### src/hw/rtl/bounded_value_list_assert.svh
// Assertion macros used by the RTL datapath. Each expects clk and rst in scope.
`ifndef BOUNDED_VALUE_LIST_ASSERT_SVH
`define BOUNDED_VALUE_LIST_ASSERT_SVH

// Consequent must hold in the same cycle as the antecedent.
`define BVL_ASSERT_SAME(label, ante, cons) \
  label: assert property (@(posedge clk) disable iff (rst) (ante) |-> (cons)) \
    else $error("bounded_value_list: same-cycle check failed");

// Consequent must hold in the cycle after the antecedent.
`define BVL_ASSERT_NEXT(label, ante, cons) \
  label: assert property (@(posedge clk) disable iff (rst) (ante) |=> (cons)) \
    else $error("bounded_value_list: next-cycle check failed");

`endif

### src/hw/rtl/bvl_pkg.sv
`default_nettype none

package bvl_pkg;

  localparam int CAPACITY_DEF = 16;
  localparam int ACTION_W     = 3;
  localparam int VALUE_W      = 32;
  localparam int STATUS_W     = 2;
  localparam int LENGTH_W     = 5;

  typedef enum logic [ACTION_W-1:0] {
    ACT_INS_FRONT = 3'd0,
    ACT_INS_BACK  = 3'd1,
    ACT_REM_FRONT = 3'd2,
    ACT_REM_BACK  = 3'd3,
    ACT_REM_MATCH = 3'd4,
    ACT_QUERY     = 3'd5
  } action_t;

  typedef enum logic [STATUS_W-1:0] {
    STS_OK        = 2'd0,
    STS_FULL      = 2'd1,
    STS_EMPTY     = 2'd2,
    STS_NOT_FOUND = 2'd3
  } status_t;

  typedef enum logic [2:0] {
    ST_IDLE,
    ST_EXEC,
    ST_SCAN,
    ST_SHIFT,
    ST_FINISH
  } state_t;

  typedef struct packed {
    logic    capture;
    logic    ins_front;
    logic    ins_back;
    logic    rem_front;
    logic    rem_back;
    logic    start_scan;
    logic    issue;
    logic    shift_wr;
    logic    commit_remove;
    logic    set_res;
    status_t res_status;
    logic    res_found;
    logic    load_out;
  } bvl_cmd_t;

  typedef struct packed {
    action_t action;
    logic    empty;
    logic    full;
    logic    match;
    logic    scan_done;
    logic    out_free;
  } bvl_stat_t;

endpackage

`default_nettype wire

### src/hw/rtl/bvl_intf.sv
`default_nettype none

interface bvl_req_if;
  import bvl_pkg::*;
  logic                       valid;
  logic                       ready;
  logic [ACTION_W-1:0]        action;
  logic signed [VALUE_W-1:0]  value;
  modport source (output valid, action, value, input ready);
  modport sink (input valid, action, value, output ready);
endinterface

interface bvl_rsp_if;
  import bvl_pkg::*;
  logic                 valid;
  logic                 ready;
  logic [STATUS_W-1:0]  status;
  logic                 found;
  logic [LENGTH_W-1:0]  length;
  modport source (output valid, status, found, length, input ready);
  modport sink (input valid, status, found, length, output ready);
endinterface

`default_nettype wire

### src/hw/rtl/bvl_ram.sv
`default_nettype none

module bvl_ram #(
  parameter int WIDTH = 32,
  parameter int DEPTH = 16
) (
  input  wire logic                     clk,
  input  wire logic                     we,
  input  wire logic [$clog2(DEPTH)-1:0] waddr,
  input  wire logic [WIDTH-1:0]         wdata,
  input  wire logic [$clog2(DEPTH)-1:0] raddr,
  output logic      [WIDTH-1:0]         rdata
);

  logic [WIDTH-1:0] mem [DEPTH];

  always_ff @(posedge clk) begin
    if (we) begin
      mem[waddr] <= wdata;
    end
    rdata <= mem[raddr];
  end

endmodule

`default_nettype wire

### src/hw/rtl/bvl_ctrl.sv
`default_nettype none

module bvl_ctrl (
  input  wire logic               clk,
  input  wire logic               rst,
  input  wire logic               req_valid,
  output logic                    req_ready,
  input  wire bvl_pkg::bvl_stat_t stat,
  output bvl_pkg::bvl_cmd_t       cmd
);
  import bvl_pkg::*;

  state_t state;
  state_t state_next;

  always_ff @(posedge clk) begin
    if (rst) begin
      state <= ST_IDLE;
    end else begin
      state <= state_next;
    end
  end

  always_comb begin
    state_next = state;
    unique case (state)
      ST_IDLE: begin
        if (req_valid) begin
          state_next = ST_EXEC;
        end
      end
      ST_EXEC: begin
        if ((stat.action == ACT_REM_MATCH || stat.action == ACT_QUERY) && !stat.empty) begin
          state_next = ST_SCAN;
        end else begin
          state_next = ST_FINISH;
        end
      end
      ST_SCAN: begin
        priority if (stat.match) begin
          state_next = (stat.action == ACT_REM_MATCH) ? ST_SHIFT : ST_FINISH;
        end else if (stat.scan_done) begin
          state_next = ST_FINISH;
        end else begin
          state_next = ST_SCAN;
        end
      end
      ST_SHIFT: begin
        if (stat.scan_done) begin
          state_next = ST_FINISH;
        end
      end
      ST_FINISH: begin
        if (stat.out_free) begin
          state_next = ST_IDLE;
        end
      end
      default: state_next = ST_IDLE;
    endcase
  end

  always_comb begin
    cmd       = '0;
    req_ready = 1'b0;
    unique case (state)
      ST_IDLE: begin
        req_ready   = 1'b1;
        cmd.capture = req_valid;
      end
      ST_EXEC: begin
        cmd.set_res    = 1'b1;
        cmd.res_status = STS_OK;
        unique case (stat.action)
          ACT_INS_FRONT: begin
            if (stat.full) cmd.res_status = STS_FULL;
            else cmd.ins_front = 1'b1;
          end
          ACT_INS_BACK: begin
            if (stat.full) cmd.res_status = STS_FULL;
            else cmd.ins_back = 1'b1;
          end
          ACT_REM_FRONT: begin
            if (stat.empty) cmd.res_status = STS_EMPTY;
            else cmd.rem_front = 1'b1;
          end
          ACT_REM_BACK: begin
            if (stat.empty) cmd.res_status = STS_EMPTY;
            else cmd.rem_back = 1'b1;
          end
          ACT_REM_MATCH, ACT_QUERY: begin
            if (stat.empty) cmd.res_status = STS_EMPTY;
            else cmd.start_scan = 1'b1;
          end
          default: cmd.res_status = STS_OK;
        endcase
      end
      ST_SCAN: begin
        cmd.issue = 1'b1;
        priority if (stat.match) begin
          cmd.set_res    = 1'b1;
          cmd.res_status = STS_OK;
          cmd.res_found  = 1'b1;
        end else if (stat.scan_done) begin
          cmd.set_res    = 1'b1;
          cmd.res_status = STS_NOT_FOUND;
        end else begin
          cmd.set_res    = 1'b0;
        end
      end
      ST_SHIFT: begin
        cmd.issue         = 1'b1;
        cmd.shift_wr      = 1'b1;
        cmd.commit_remove = stat.scan_done;
      end
      ST_FINISH: begin
        cmd.load_out = stat.out_free;
      end
      default: cmd = '0;
    endcase
  end

endmodule

`default_nettype wire

### src/hw/rtl/bvl_datapath.sv
`default_nettype none
`include "bounded_value_list_assert.svh"

module bvl_datapath #(
  parameter int CAPACITY = bvl_pkg::CAPACITY_DEF
) (
  input  wire logic                                clk,
  input  wire logic                                rst,
  input  wire bvl_pkg::bvl_cmd_t                   cmd,
  output bvl_pkg::bvl_stat_t                       stat,
  input  wire logic [bvl_pkg::ACTION_W-1:0]        req_action,
  input  wire logic signed [bvl_pkg::VALUE_W-1:0]  req_value,
  output logic                                     rsp_valid,
  input  wire logic                                rsp_ready,
  output logic [bvl_pkg::STATUS_W-1:0]             rsp_status,
  output logic                                     rsp_found,
  output logic [bvl_pkg::LENGTH_W-1:0]             rsp_length
);
  import bvl_pkg::*;

  localparam int AW    = $clog2(CAPACITY);
  localparam int CNT_W = $clog2(CAPACITY + 1);
  localparam logic [AW-1:0]    LAST_ADDR = AW'(CAPACITY - 1);
  localparam logic [CNT_W-1:0] CAP_CNT   = CNT_W'(CAPACITY);
  localparam logic [AW:0]      CAP_WIDE  = (AW+1)'(CAPACITY);

  function automatic logic [AW-1:0] ptr_inc(input logic [AW-1:0] p);
    return (p == LAST_ADDR) ? '0 : p + AW'(1);
  endfunction

  function automatic logic [AW-1:0] ptr_dec(input logic [AW-1:0] p);
    return (p == '0) ? LAST_ADDR : p - AW'(1);
  endfunction

  logic [AW-1:0]      head;
  logic [CNT_W-1:0]   count;
  action_t            action_q;
  logic [VALUE_W-1:0] value_q;
  logic [CNT_W-1:0]   issue_idx;
  logic [AW-1:0]      rp;
  logic               rvalid;
  logic [AW-1:0]      raddr_q;
  status_t            res_status;
  logic               res_found;

  logic               we;
  logic [AW-1:0]      waddr;
  logic [VALUE_W-1:0] wdata;
  logic [VALUE_W-1:0] rdata;
  logic [AW:0]        tail_sum;
  logic [AW-1:0]      tail;
  logic               issue_go;

  assign tail_sum = (AW+1)'(head) + (AW+1)'(count);
  assign tail     = (tail_sum >= CAP_WIDE) ? AW'(tail_sum - CAP_WIDE) : AW'(tail_sum);
  assign issue_go = cmd.issue && (issue_idx != count);

  always_comb begin
    we    = 1'b0;
    waddr = ptr_dec(head);
    wdata = value_q;
    priority if (cmd.ins_front) begin
      we = 1'b1;
    end else if (cmd.ins_back) begin
      we    = 1'b1;
      waddr = tail;
    end else if (cmd.shift_wr && rvalid) begin
      we    = 1'b1;
      waddr = ptr_dec(raddr_q);
      wdata = rdata;
    end else begin
      we = 1'b0;
    end
  end

  bvl_ram #(
    .WIDTH (VALUE_W),
    .DEPTH (CAPACITY)
  ) u_ram (
    .clk   (clk),
    .we    (we),
    .waddr (waddr),
    .wdata (wdata),
    .raddr (rp),
    .rdata (rdata)
  );

  always_ff @(posedge clk) begin
    if (cmd.capture) begin
      action_q <= action_t'(req_action);
      value_q  <= req_value;
    end
    if (issue_go) begin
      raddr_q <= rp;
    end
    if (cmd.set_res) begin
      res_status <= cmd.res_status;
      res_found  <= cmd.res_found;
    end
    if (cmd.start_scan) begin
      rp <= head;
    end else if (issue_go) begin
      rp <= ptr_inc(rp);
    end
    if (cmd.load_out) begin
      rsp_status <= res_status;
      rsp_found  <= res_found;
      rsp_length <= LENGTH_W'(count);
    end
  end

  always_ff @(posedge clk) begin
    if (rst) begin
      head      <= '0;
      count     <= '0;
      issue_idx <= '0;
      rvalid    <= 1'b0;
      rsp_valid <= 1'b0;
    end else begin
      rvalid <= issue_go;
      if (cmd.ins_front) begin
        head <= ptr_dec(head);
      end else if (cmd.rem_front) begin
        head <= ptr_inc(head);
      end
      if (cmd.ins_front || cmd.ins_back) begin
        count <= count + CNT_W'(1);
      end else if (cmd.rem_front || cmd.rem_back || cmd.commit_remove) begin
        count <= count - CNT_W'(1);
      end
      if (cmd.start_scan) begin
        issue_idx <= '0;
      end else if (issue_go) begin
        issue_idx <= issue_idx + CNT_W'(1);
      end
      if (cmd.load_out) begin
        rsp_valid <= 1'b1;
      end else if (rsp_ready) begin
        rsp_valid <= 1'b0;
      end
    end
  end

  always_comb begin
    stat.action    = action_q;
    stat.empty     = (count == '0);
    stat.full      = (count == CAP_CNT);
    stat.match     = rvalid && (rdata == value_q);
    stat.scan_done = !rvalid && (issue_idx == count);
    stat.out_free  = !rsp_valid || rsp_ready;
  end

  `BVL_ASSERT_SAME(a_count_bound, 1'b1, count <= CAP_CNT)
  `BVL_ASSERT_SAME(a_issue_bound, cmd.issue, issue_idx <= count)
  `BVL_ASSERT_NEXT(a_commit_shrinks, cmd.commit_remove, count == $past(count) - CNT_W'(1))
  `BVL_ASSERT_NEXT(a_ins_front_head, cmd.ins_front, head == ptr_dec($past(head)))

endmodule

`default_nettype wire

### src/hw/rtl/bounded_value_list.sv
// Bounded list of signed 32-bit values, kept in order from front to back,
// with insert and remove at both ends and search by value.
// The request channel carries an action and a value; the result channel
// returns a status, a found flag and the list length after the action.
// Both channels use a valid/ready handshake; one result per request.
// Requests are handled one at a time. Insert and end removals go through
// capture, execute and result load from acceptance to result valid.
// Query and remove-by-value scan the entries through the single read port
// of the entry memory, one entry per cycle; a removal then moves each entry
// behind the match one place toward the front to close the gap.
// The entries sit in a circular buffer, so end operations never move data.
// A new request is accepted once the previous one has reached the result
// register, even while that result waits for the receiver. If the receiver
// stalls, the result holds and the next request waits before its own result.
// Synchronous reset empties the list at once; no clearing pass is needed.
`default_nettype none

module bounded_value_list #(
  parameter int CAPACITY = bvl_pkg::CAPACITY_DEF
) (
  input  wire logic  clk,
  input  wire logic  rst,
  bvl_req_if.sink    request,
  bvl_rsp_if.source  result
);
  import bvl_pkg::*;

  bvl_cmd_t  cmd;
  bvl_stat_t stat;

  bvl_ctrl u_ctrl (
    .clk       (clk),
    .rst       (rst),
    .req_valid (request.valid),
    .req_ready (request.ready),
    .stat      (stat),
    .cmd       (cmd)
  );

  bvl_datapath #(
    .CAPACITY (CAPACITY)
  ) u_datapath (
    .clk        (clk),
    .rst        (rst),
    .cmd        (cmd),
    .stat       (stat),
    .req_action (request.action),
    .req_value  (request.value),
    .rsp_valid  (result.valid),
    .rsp_ready  (result.ready),
    .rsp_status (result.status),
    .rsp_found  (result.found),
    .rsp_length (result.length)
  );

endmodule

`default_nettype wire
### src/flat_wrapper.sv
// flat-port wrapper written by rule: the top's interface ports become plain ports
module bounded_value_list_flat import bvl_pkg::*;
#(
  parameter int CAPACITY = bvl_pkg::CAPACITY_DEF
)
  (clk, rst, request_valid, request_action, request_value, request_ready, result_valid, result_status, result_found, result_length, result_ready);
  bvl_req_if request_i ();
  bvl_rsp_if result_i ();
  input  wire logic clk;
  input  wire logic rst;
  input wire logic [$bits(request_i.valid)-1:0] request_valid;
  input wire logic [$bits(request_i.action)-1:0] request_action;
  input wire logic [$bits(request_i.value)-1:0] request_value;
  output wire logic [$bits(request_i.ready)-1:0] request_ready;
  output wire logic [$bits(result_i.valid)-1:0] result_valid;
  output wire logic [$bits(result_i.status)-1:0] result_status;
  output wire logic [$bits(result_i.found)-1:0] result_found;
  output wire logic [$bits(result_i.length)-1:0] result_length;
  input wire logic [$bits(result_i.ready)-1:0] result_ready;
  assign request_i.valid = request_valid;
  assign request_i.action = request_action;
  assign request_i.value = request_value;
  assign request_ready = request_i.ready;
  assign result_valid = result_i.valid;
  assign result_status = result_i.status;
  assign result_found = result_i.found;
  assign result_length = result_i.length;
  assign result_i.ready = result_ready;
  bounded_value_list #(.CAPACITY(CAPACITY)) u_core (.clk(clk), .rst(rst), .request(request_i), .result(result_i));
endmodule
### config.mk
export PLATFORM = sky130hd
export DESIGN_NAME = bounded_value_list_flat
export DESIGN_NICKNAME = d
export VERILOG_FILES = /design/src/hw/rtl/bvl_pkg.sv /design/src/hw/rtl/bvl_intf.sv /design/src/hw/rtl/bvl_ram.sv /design/src/hw/rtl/bvl_ctrl.sv /design/src/hw/rtl/bvl_datapath.sv /design/src/hw/rtl/bounded_value_list.sv /design/src/flat_wrapper.sv
export VERILOG_INCLUDE_DIRS = /design/src /design/src/hw/rtl
export SDC_FILE = /design/constraint.sdc
export NUM_CORES = 1
export LEC_CHECK = 0
export ABC_AREA = 1
export BUFFER_PORTS_ARGS = -buffer_cell sky130_fd_sc_hd__buf_4
export CAP_MARGIN = 20
export CORE_MARGIN = 2
export CORE_UTILIZATION = 50
export CTS_BUF_LIST = sky130_fd_sc_hd__clkbuf_2 sky130_fd_sc_hd__clkbuf_4 sky130_fd_sc_hd__clkbuf_8
export DETAILED_ROUTE_END_ITERATION = 7
export MAX_ROUTING_LAYER = met4
export PLACE_DENSITY = 0.74
export SKIP_LAST_GASP = 1
export SLEW_MARGIN = 20
export SYNTH_ARGS = -nofsm -noshare
export SYNTH_HDL_FRONTEND = slang
export SYNTH_SLANG_ARGS = --single-unit
### constraint.sdc
create_clock -name clk -period 3.2 [get_ports clk]
set_clock_uncertainty 0.1 [all_clocks]
set_input_delay 0.16 -clock clk [delete_from_list [all_inputs] [get_ports clk]]
set_output_delay 0.16 -clock clk [all_outputs]
set_load 0.01 [all_outputs]
* After elaboration in Yosys (flattened, before gate mapping)
Memory sizes are Yosys's and may differ from the RTL's. A register that Yosys moved wholly into a read port is not among the register bits.
Cells that the tools add are included.
** Word-level totals
- Input port bits :: 39
- Register bits :: 73
- Memory bits (writable) :: 512
- Output and inout bits :: 10
- Memories :: 1
- Logic and storage cells :: 125
** Memory list
- u_core.u_datapath.u_ram.mem :: words 16, width 32, rd ports 1, clocked after Yosys merged registers in 1, write ports 1, line bvl_ram.sv:15 : logic [WIDTH-1:0] mem [DEPTH];
** Cells by class
- Mux-type cells :: 53
- $add $sub $neg :: 9
- Equal/unequal tests :: 18
- Order comparisons :: 1
- Reductions and logical operators :: 28
** Operators by type and width (number)
- $mux 32 :: 3
- $mux 4 :: 12
- $eq 32x32->1 :: 1
- $mux 3 :: 8
- $mux 1 :: 21
- $mux 5 :: 3
- $pmux 3 s5 :: 1
- $eq 3x2->1 const B :: 4
- $sub 4x1->4 const B :: 3
- $add 5x1->5 const B :: 2
- $eq 3x3->1 const B :: 3
- $add 4x1->4 const B :: 2
- $eq 4x4->1 const B :: 2
- $logic_not 4->1 :: 2
- $reduce_bool 2->1 :: 4
- $reduce_or 2->1 :: 4
- $eq 3x1->1 const B :: 2
- $logic_not 3->1 :: 2
- $mux 2 :: 3
- $ne 2x2->1 const B :: 3
- $pmux 3 s2 :: 1
- $add 4x5->5 :: 1
- $eq 5x5->1 :: 1
- $eq 5x5->1 const B :: 1
- other kinds (10) :: 20

* Longest topological paths before layout
Gate-level depths: netlist of the first run.
- Depth after elaboration :: 9
- Gate-level depth with buffers :: 17
- Gate-level depth less buffers :: 17

* Modules after synthesis
A second synthesis of the first run with hierarchy kept.
** Second synthesis, totals
- Cell total of the unflattened synthesis :: 2609
- Area, all modules :: 26929.6 um^2
** Modules (own cells, without submodules)
- bvl_ram :: area each 22730.6 um^2, sequential area each 16015.4 um^2, cells an instance 2120, times used 1
- bvl_datapath :: area each 3847.4 um^2, sequential area each 1941.9 um^2, cells an instance 421, times used 1
- bvl_ctrl :: area each 351.6 um^2, sequential area each 60.1 um^2, cells an instance 68, times used 1

* Least setup slack after synthesis of the first run
Ideal clock, no wire load.
- Path type :: reg-to-reg
- From :: register u_core.u_ctrl.state[0]
- To :: register u_core.u_datapath.action_q[0], enable pin
- Path buffers :: 0
- Data arrival time :: 2.956 ns
- Cell stages (with the launch flop) :: 4
- Path slack :: -0.327 ns
- Setup time :: 0.471 ns
- Period minus slack after synthesis :: 3.527 ns
- Data required time :: 2.629 ns
- Cell sequence :: dfxtp_1 nor2_1 inv_1 nor3_1
** RTL lines
- start, declared :: line bvl_ctrl.sv:13 : state_t state;
- start signal, assigned :: line bvl_ctrl.sv:20 : state <= state_next;
- end signal, assigned :: line bvl_datapath.sv:90 : action_q <= action_t'(req_action);
- end, declared :: line bvl_datapath.sv:37 : action_t action_q;

* Worst setup path in the final report of the first run
- From :: register u_core.u_ctrl.state[2]
- To :: memory u_core.u_datapath.u_ram.mem[7][25], enable pin
** On the way
- Cells in the longest elaborated chain, start to end :: 8
- Elaborated cells on any way between the ends :: 13
- Classes of those cells :: 2 x eq/ne; 10 x mux; 1 x reduce/logical
** Ends and longest elaborated chain
- $eq 3x2->1 :: line bvl_ctrl.sv:65 : unique case (state)
- $mux 2 :: line bvl_ctrl.sv:65
- $logic_and 1x1->1 :: line bvl_datapath.sv:67 : end else if (cmd.shift_wr && rvalid) begin
- $mux 1 :: line bvl_datapath.sv:67
- $mux 1 :: line bvl_datapath.sv:64 : end else if (cmd.ins_back) begin
- $mux 1 :: line bvl_datapath.sv:62 : priority if (cmd.ins_front) begin
- $mux 1 :: line bvl_ram.sv:18 : if (we) begin
- $mux 1 (implied by the code) :: line bvl_ram.sv:19 : mem[waddr] <= wdata;
- end, declared :: line bvl_ram.sv:15
Several ways; a longest one is shown, not always the timed one.

==> results by group, run 1 <==
Run status
  • Status: completed

Synthesis
  • Synth Flop Type: edfxtp_1
  • Register area share after synthesis: between 70% and 80%
  • Synth area leader: edfxtp_1
  • Cell count after synthesis: between 2,000 and 2,500
  • Synth Net Count: a little over 2,000
  • Post-synth ARST share: 0%
  • Synth cell count leaders: edfxtp_1 (566), nand2_1 (389), o21ai_0 (199)
  • Synthesized area per cell: 12.2 um^2
  • Mapped cell area: roughly 25,000 um^2
  • Post-synth cell types: 46
  • Synth warnings: 0
  • #FFs+latches synth: approximately 620
  • Synth area leaders: edfxtp_1 (69%), nand2_1 (5.9%), dfxtp_1 (4.1%)
  • Most frequent cell after synthesis: edfxtp_1
  • EDFF count, synth: 566
  • Share of the synthesized area in the top cell type: roughly 69%

Cells and area
  • Area growth syn-to-layout: 16.0%
  • Nets: roughly 2,200
  • Utilization after layout: about three fifths
  • Layout cells sized above 1: 15.2%
  • Fillers: 3,827

Clock tree
  • Clk root buf: clkbuf_8
  • Total CTS buffers: 96
  • Postcts setup bufs: 0
  • Worst-Skew Late Latency: 710 ps
  • Clock tree buffer depth: 3
  • CTS sink count: between 600 and 700
  • Hold Buf Count CTS: 39
  • CTS HTree Levels: 3
  • Post-CTS Resized: 0
  • CTS tree: done
  • CTS clk-pin slew, worst paths: ~60 ps

Detailed routing
  • Final WL: ~63,000 um
  • Per-cell routed wire length: between 20 and 25 um
  • Iteration-0 DRC Markers: 2,205
  • Avg Vias per Cell: roughly 5.8
  • 1st-pass router iterations: 7
  • Vias: ~17,000
  • Routed Antenna Nets: 0
  • Drt drc: 0

Worst setup path
  • WS Path Type: flip-flop to flip-flop
  • CP endpoint kind: flip-flop
  • Required @ worst endpoint: roughly 3400 ps
  • Worst Path Arrival: roughly 3200 ps
  • Crit-path max FO: 23
  • Setup crit start kind: flip-flop

Global route
  • Initial antenna violation count: 1
  • First-pass GRT wire length: roughly 96,000 um
  • Largest net degree at the start of global routing: about 180
  • Met2 Use GR: 40.5%
  • Vias in the first global route: about 16,000
  • Most Used Layer, Global Route: met2
  • GR Layer Usage met1: between 30% and 40%
  • Total grt overflow: 0
  • M3 GR Usage: 4.38%
  • Gr usage total: around a quarter

STA
  • Max Slew Vio Count: 0
  • Fin crit period: 2980 ps
  • Final setup viols: 0
  • RSZ-0062 raised after global routing: false
  • FMAX: around 0.34 GHz
  • Slew margin rel.: 34.1%
  • Tightest Pin Transition: 978 ps
  • Final Hold Viols: 0
  • Setup slack after layout: between 200 and 250 ps
  • Final Cycle Share: 93.1%
  • Hold slack: slightly above 70 ps

Floorplanning
  • Die area: between 50,000 and 60,000 um^2
  • Core footprint: just under 50,000 um^2
  • Initial Util: 50.5%
  • Num rows: slightly above 80
  • Die width: approximately 230 um
  • # IOs: 49
  • Height of the die: 226 um

Place
  • Number of buffers added on ports: between 40 and 50
  • Post-DP HPWL: approximately 37,000 um
  • Placer Congestion: 0.912
  • DP Worst Slack: around 270 ps

Power
  • Pwr dens: approximately 610 nW/um^2
  • Pleak: 10.1 nW
  • Worst vdd ir: 0.338 mV
  • Power, Total: 17.4 mW

Min path
  • Hold crit path type: input port to flip-flop

Job
  • Max-cap viol count: 0
-- cells by family after synthesis --
group	after synthesis	share of synthesized area, %
XOR/XNOR	17	0.603
AND/OR/NAND/NOR	722	12.2
buffers and inverters	205	3.24
flip-flops	617	73.0
adder cells (fa/ha/maj)	10	0.537
AO/OA/AOI/OAI	446	10.4
-- placed cells by master (no fill, tap or decap), drive strengths merged, types with 5 or more instances in the layout --
cell type / netlist / routed
ha: 9 / 9
o221ai: 22 / 22
or2: 10 / 10
nor4: 5 / 5
clkbuf: 73 / 135
buf: 32 / 130
dfxtp: 51 / 51
a221oi: 43 / 43
nand2: 398 / 398
a21oi: 99 / 99
nand3: 74 / 74
nor3: 9 / 9
nor2: 193 / 193
inv: 97 / 101
nand4: 31 / 31
dlygate4sd3: 0 / 39
edfxtp: 566 / 566
xnor2: 9 / 9
xor2: 8 / 8
o21ai: 223 / 223
clkinv: 3 / 36
o22ai: 45 / 45
-- layout make-up --
type	count	area [um^2]	share of cell area (%)
Sequential cell	617	18000	62.9
Multi-Input combinational cell	1195	6000	21.0
Clock buffer	135	1630	5.70
Timing Repair Buffer	169	1530	5.34
Tap cell	664	831	2.90
Inverter	100	382	1.33
Clock inverter	41	236	0.826
Antenna cell	1	2.50	0.00874
-- sequential cells by signal (all words and copies together) (netlist names) --
name                           cells
u_core.u_datapath.rsp_length       5
u_core.u_datapath.u_ram.mem      512
u_core.u_datapath.rsp_found        1
u_core.u_datapath.res_status       2
u_core.u_datapath.issue_idx        5
u_core.u_datapath.action_q         3
u_core.u_datapath.count            5
u_core.u_datapath.value_q         32
u_core.u_datapath.rp               4
u_core.u_datapath.res_found        1
u_core.u_datapath.rvalid           1
u_core.u_ctrl.state                3
u_core.u_datapath.u_ram.rdata     32
u_core.u_datapath.raddr_q          4
u_core.u_datapath.rsp_status       2
u_core.u_datapath.rsp_valid        1
u_core.u_datapath.head             4
-- metrics by stage --
stage / cells / area (um^2) / setup TNS [ps]
6_report: 2922 / 28600 / 0
5_1_grt: 2922 / 28600 / 0
4_1_cts: 2921 / 28600 / 0
3_5_place_dp: 2706 / 26400 / 0
3_3_place_gp: 2706 / 26400 / 0
2_1_floorplan: 2017 / 24700 / -37770
-- power by group --
group / internal [mW] / switching, mW / leakage, nW / total, mW
combinational: 0.474 / 1.10 / 3.61 / 1.58
clock: 3.39 / 3.03 / 0.997 / 6.42
sequential: 9.22 / 0.170 / 5.54 / 9.39
total: 13.1 / 4.30 / 10.1 / 17.4
-- critical path, cell delays in order, from the launching register on --
cell and delay [ps]:
dfxtp_1 390, nor2_2 220, nand2_1 170, nor2_4 210, buf_4 200, o21ai_1 90, o21ai_2 250, nand3_1 390
nor2_4 220, buf_4 370
-- per-layer routing --
layer  wire length, um  vias to the layer above  part of all wire [%]
met5                 0                        -                     0
met4              2130                        0                   3.4
met3              6310                      162                   9.9
met2             30300                      977                    48
met1             24700                     8149                    39
li1                  -                     7659                     -
-- path summary, 6_finish.rpt --
| check | start | to | slack, ps | cells past startpoint |
|---|---|---|---|---|
| hold reg to reg | u_core.u_datapath.res_status[0] | u_core.u_datapath.rsp_status[0] | 320 | 0 |
| setup / recovery | u_core.u_ctrl.state[2] | u_core.u_datapath.u_ram.mem[7][25] | 220 | 9 |
| hold / removal | request_value[18] | u_core.u_datapath.value_q[18] | 70 | 2 |
| setup reg to reg | u_core.u_ctrl.state[2] | u_core.u_datapath.u_ram.mem[7][25] | 220 | 9 |
Note: power is estimated with default switching activity, not from simulation.
==> run 2, diff against run 1 <==
ABC_AREA = 0   (was 1)
==> results by group, run 2 <==
Worst setup path
  • CP max-delay cell: dfxtp_1
  • CP startpoint: u_core.u_datapath.head[0]
  • CP endpoint kind: flip-flop
  • Crit-path max FO: 27
  • Instance count on the critical path: 8
  • Required @ worst endpoint: approximately 3500 ps
  • Delay-heaviest family, CP: simple AND/OR/NAND/NOR gates
  • Critical Path, Cell by Cell: ha_1, fa_1, nand2_1, o21ai_0, o21ai_0, nand2_1, nor3_4, buf_12
  • Setup crit start kind: flip-flop
  • Worst reg2reg startpoint: u_core.u_datapath.head[0]
  • R2R Path End: u_core.u_datapath.u_ram.mem[4][13]
  • Max stage delay on crit path: 490 ps
  • R2r setup slk: about 180 ps
  • Critical path endpoint: u_core.u_datapath.u_ram.mem[4][13]
  • CP bufs+invs: 1
  • Worst r2r path cells: 8
  • Worst Path Arrival: between 3000 and 4000 ps
  • WS Path Type: flip-flop to flip-flop

Floorplanning
  • Core footprint: approximately 48,000 um^2
  • Die width: ~220 um
  • Initial Util: 50.9%
  • Num rows: 80
  • Height of the die: between 200 and 250 um
  • # IOs: 49
  • Die area: 50,500 um^2

Power
  • Pleak: ~9.9 nW
  • Power, Total: between 15 and 20 mW
  • Pwr dens: between 500 and 600 nW/um^2
  • Internal: 12.7 mW
  • Part of the power in combinational logic: about 3.7%
  • Switching share of total power: a little over a fifth
  • NetSw: roughly 3.5 mW
  • Clock power share: just over 40%
  • Flop pwr share: a little under three fifths
  • Worst vdd ir: 0.370 mV

Synthesis
  • Synth Flop Type: edfxtp_1
  • Synth Net Count: about 1,500
  • Register area share after synthesis: roughly 74%
  • Share of the synthesized area in the top cell type: 69.7%
  • Synth warnings: 0
  • Synth cell count leaders: edfxtp_1 (566), nand2_1 (153), mux2i_1 (132)
  • Post-synth ARST share: 0%
  • Synth area leader: edfxtp_1
  • EDFF count, synth: roughly 570
  • Synthesized area per cell: around 17 um^2
  • Synth area leaders: edfxtp_1 (70%), mux4_2 (5.9%), mux2i_1 (5.4%)
  • #FFs+latches synth: approximately 620
  • Post-synth cell types: 64
  • Mapped cell area: 24,400 um^2
  • Most frequent cell after synthesis: edfxtp_1
  • Cell count after synthesis: between 1,000 and 1,500

Detailed routing
  • Routed Antenna Nets: 0
  • 1st-pass router iterations: 5
  • Iteration-0 DRC Markers: 1,521
  • Drt drc: 0
  • Final WL: around 56,000 um
  • Per-cell routed wire length: approximately 25 um
  • Vias: between 10,000 and 15,000
  • Avg Vias per Cell: 6.00

Place
  • Number of buffers added on ports: between 40 and 50
  • Placer Congestion: 0.870
  • DP Worst Slack: around 180 ps
  • Post-DP HPWL: between 30,000 and 40,000 um

Job
  • Max-cap viol count: 0

Global route
  • Gr usage total: between 20% and 30%
  • First-pass GRT wire length: about 85,000 um
  • Vias in the first global route: 13,800
  • Total grt overflow: 0
  • Initial antenna violation count: 0
  • Largest net degree at the start of global routing: 68

Min path
  • Hold crit path type: input port to flip-flop
  • WHS Path Cells: 2

Clock tree
  • CTS tree: done
  • Clk root buf: clkbuf_8
  • CTS sink count: 617
  • CTS HTree Levels: 3
  • Clock tree buffer depth: 3
  • Worst-Skew Late Latency: just under 700 ps
  • Total CTS buffers: 96
  • CTS clk-pin slew, worst paths: 60 ps

STA
  • Final Cycle Share: 94.5%
  • Tightest Pin Transition: ~930 ps
  • Slew margin rel.: 37.7%
  • RSZ-0062 raised after global routing: true
  • Final setup viols: 0
  • Max Slew Vio Count: 0
  • Fin crit period: 3020 ps
  • Hold slack: approximately 95 ps
  • Sum Neg Setup Slack: 0 ps
  • FMAX: ~0.33 GHz
  • Setup slack after layout: approximately 180 ps
  • Final Hold Viols: 0

Cells and area
  • Most frequent cells in the layout: edfxtp_1 (566), nand2_1 (151), mux2i_1 (132)
  • Nets: between 1,500 and 2,000
  • ANT cells: 0
  • Area growth syn-to-layout: 16.8%
  • Biggest regs: u_core.u_datapath.u_ram.mem x512, u_core.u_datapath.u_ram.rdata x32, u_core.u_datapath.value_q x32
  • Max FFs per register: approximately 500
  • Layout cells sized above 1: between 20% and 30%
  • Commonest non-fill, non-tap cell in the layout: edfxtp_1
  • FF/Latch Area: between 15,000 and 20,000 um^2
  • Fillers: between 3,000 and 4,000
  • Largest reg by FF count: u_core.u_datapath.u_ram.mem
  • Multi-input gate area: approximately 6200 um^2

Run status
  • Status: completed
==> run 2: worst min path at each step <==
| stage | start | to | slack (ps) |
|---|---|---|---|
| 3_5_place_dp | request_value[21] | u_core.u_datapath.value_q[21] | 240 |
| 6_report | request_value[27] | u_core.u_datapath.value_q[27] | 100 |
| 3_3_place_gp | request_value[19] | u_core.u_datapath.value_q[19] | 240 |
| 2_1_floorplan | request_action[0] | u_core.u_datapath.action_q[0] | 160 |
| 4_1_cts | request_value[27] | u_core.u_datapath.value_q[27] | 50 |
| 5_1_grt | request_value[27] | u_core.u_datapath.value_q[27] | 70 |
==> run 2: final cells by class <==
type / count / area share [%]
Multi-Input combinational cell: 716 / 21.9
Clock buffer: 133 / 5.70
Tap cell: 615 / 2.70
Clock inverter: 47 / 1.11
Inverter: 9 / 0.119
Sequential cell: 617 / 63.3
Timing Repair Buffer: 152 / 5.22
==> run 2: power groups by stage <==
stage	sequential, mW	clock (mW)	combinational, mW
after CTS	8.96	6.68	0.600
after global placement	9.12	0	0.541
final	8.96	6.56	0.604
after floorplan	9.10	0	0.330
after detailed placement	9.13	0	0.560
after global routing	8.96	7.03	0.649
==> run 2: timing repair <==
item,in CTS,in global routing
endpoints found under the hold margin,54,0
resized for setup,0,1
hold buffers,38,0
setup endpoints to repair,0,46
buffers inserted,0,0
==> run 2: through the flow <==
stage                     util [%]  instance area (um^2)  cells
final                         59.4                 28500   2289
after floorplan                  -                 24600   1420
after global placement        54.5                 26100   2071
after global routing          59.4                 28500   2289
after detailed placement      54.5                 26100   2071
after CTS                     59.4                 28500   2289
==> run 2: logic make-up after synthesis <==
group / count (synthesis) / synth area share [%]
adders and majority gates: 10 / 0.544
AOI/OAI and AO/OA: 195 / 5.91
xor gates and xnor gates: 46 / 1.65
DFF: 617 / 73.9
buffers and inverters: 87 / 1.47
and+or+nand+nor: 265 / 5.02
muxes: 200 / 11.5
==> run 2: per-layer routing <==
layer  part of all wire [%]  GRT usage (%)  up-vias
met1                     40           30.4     6986
met2                     50           38.1      608
met4                    2.8           7.93        0
li1                       -              -     6032
met3                    6.7           3.87      104
met5                      0              -        -
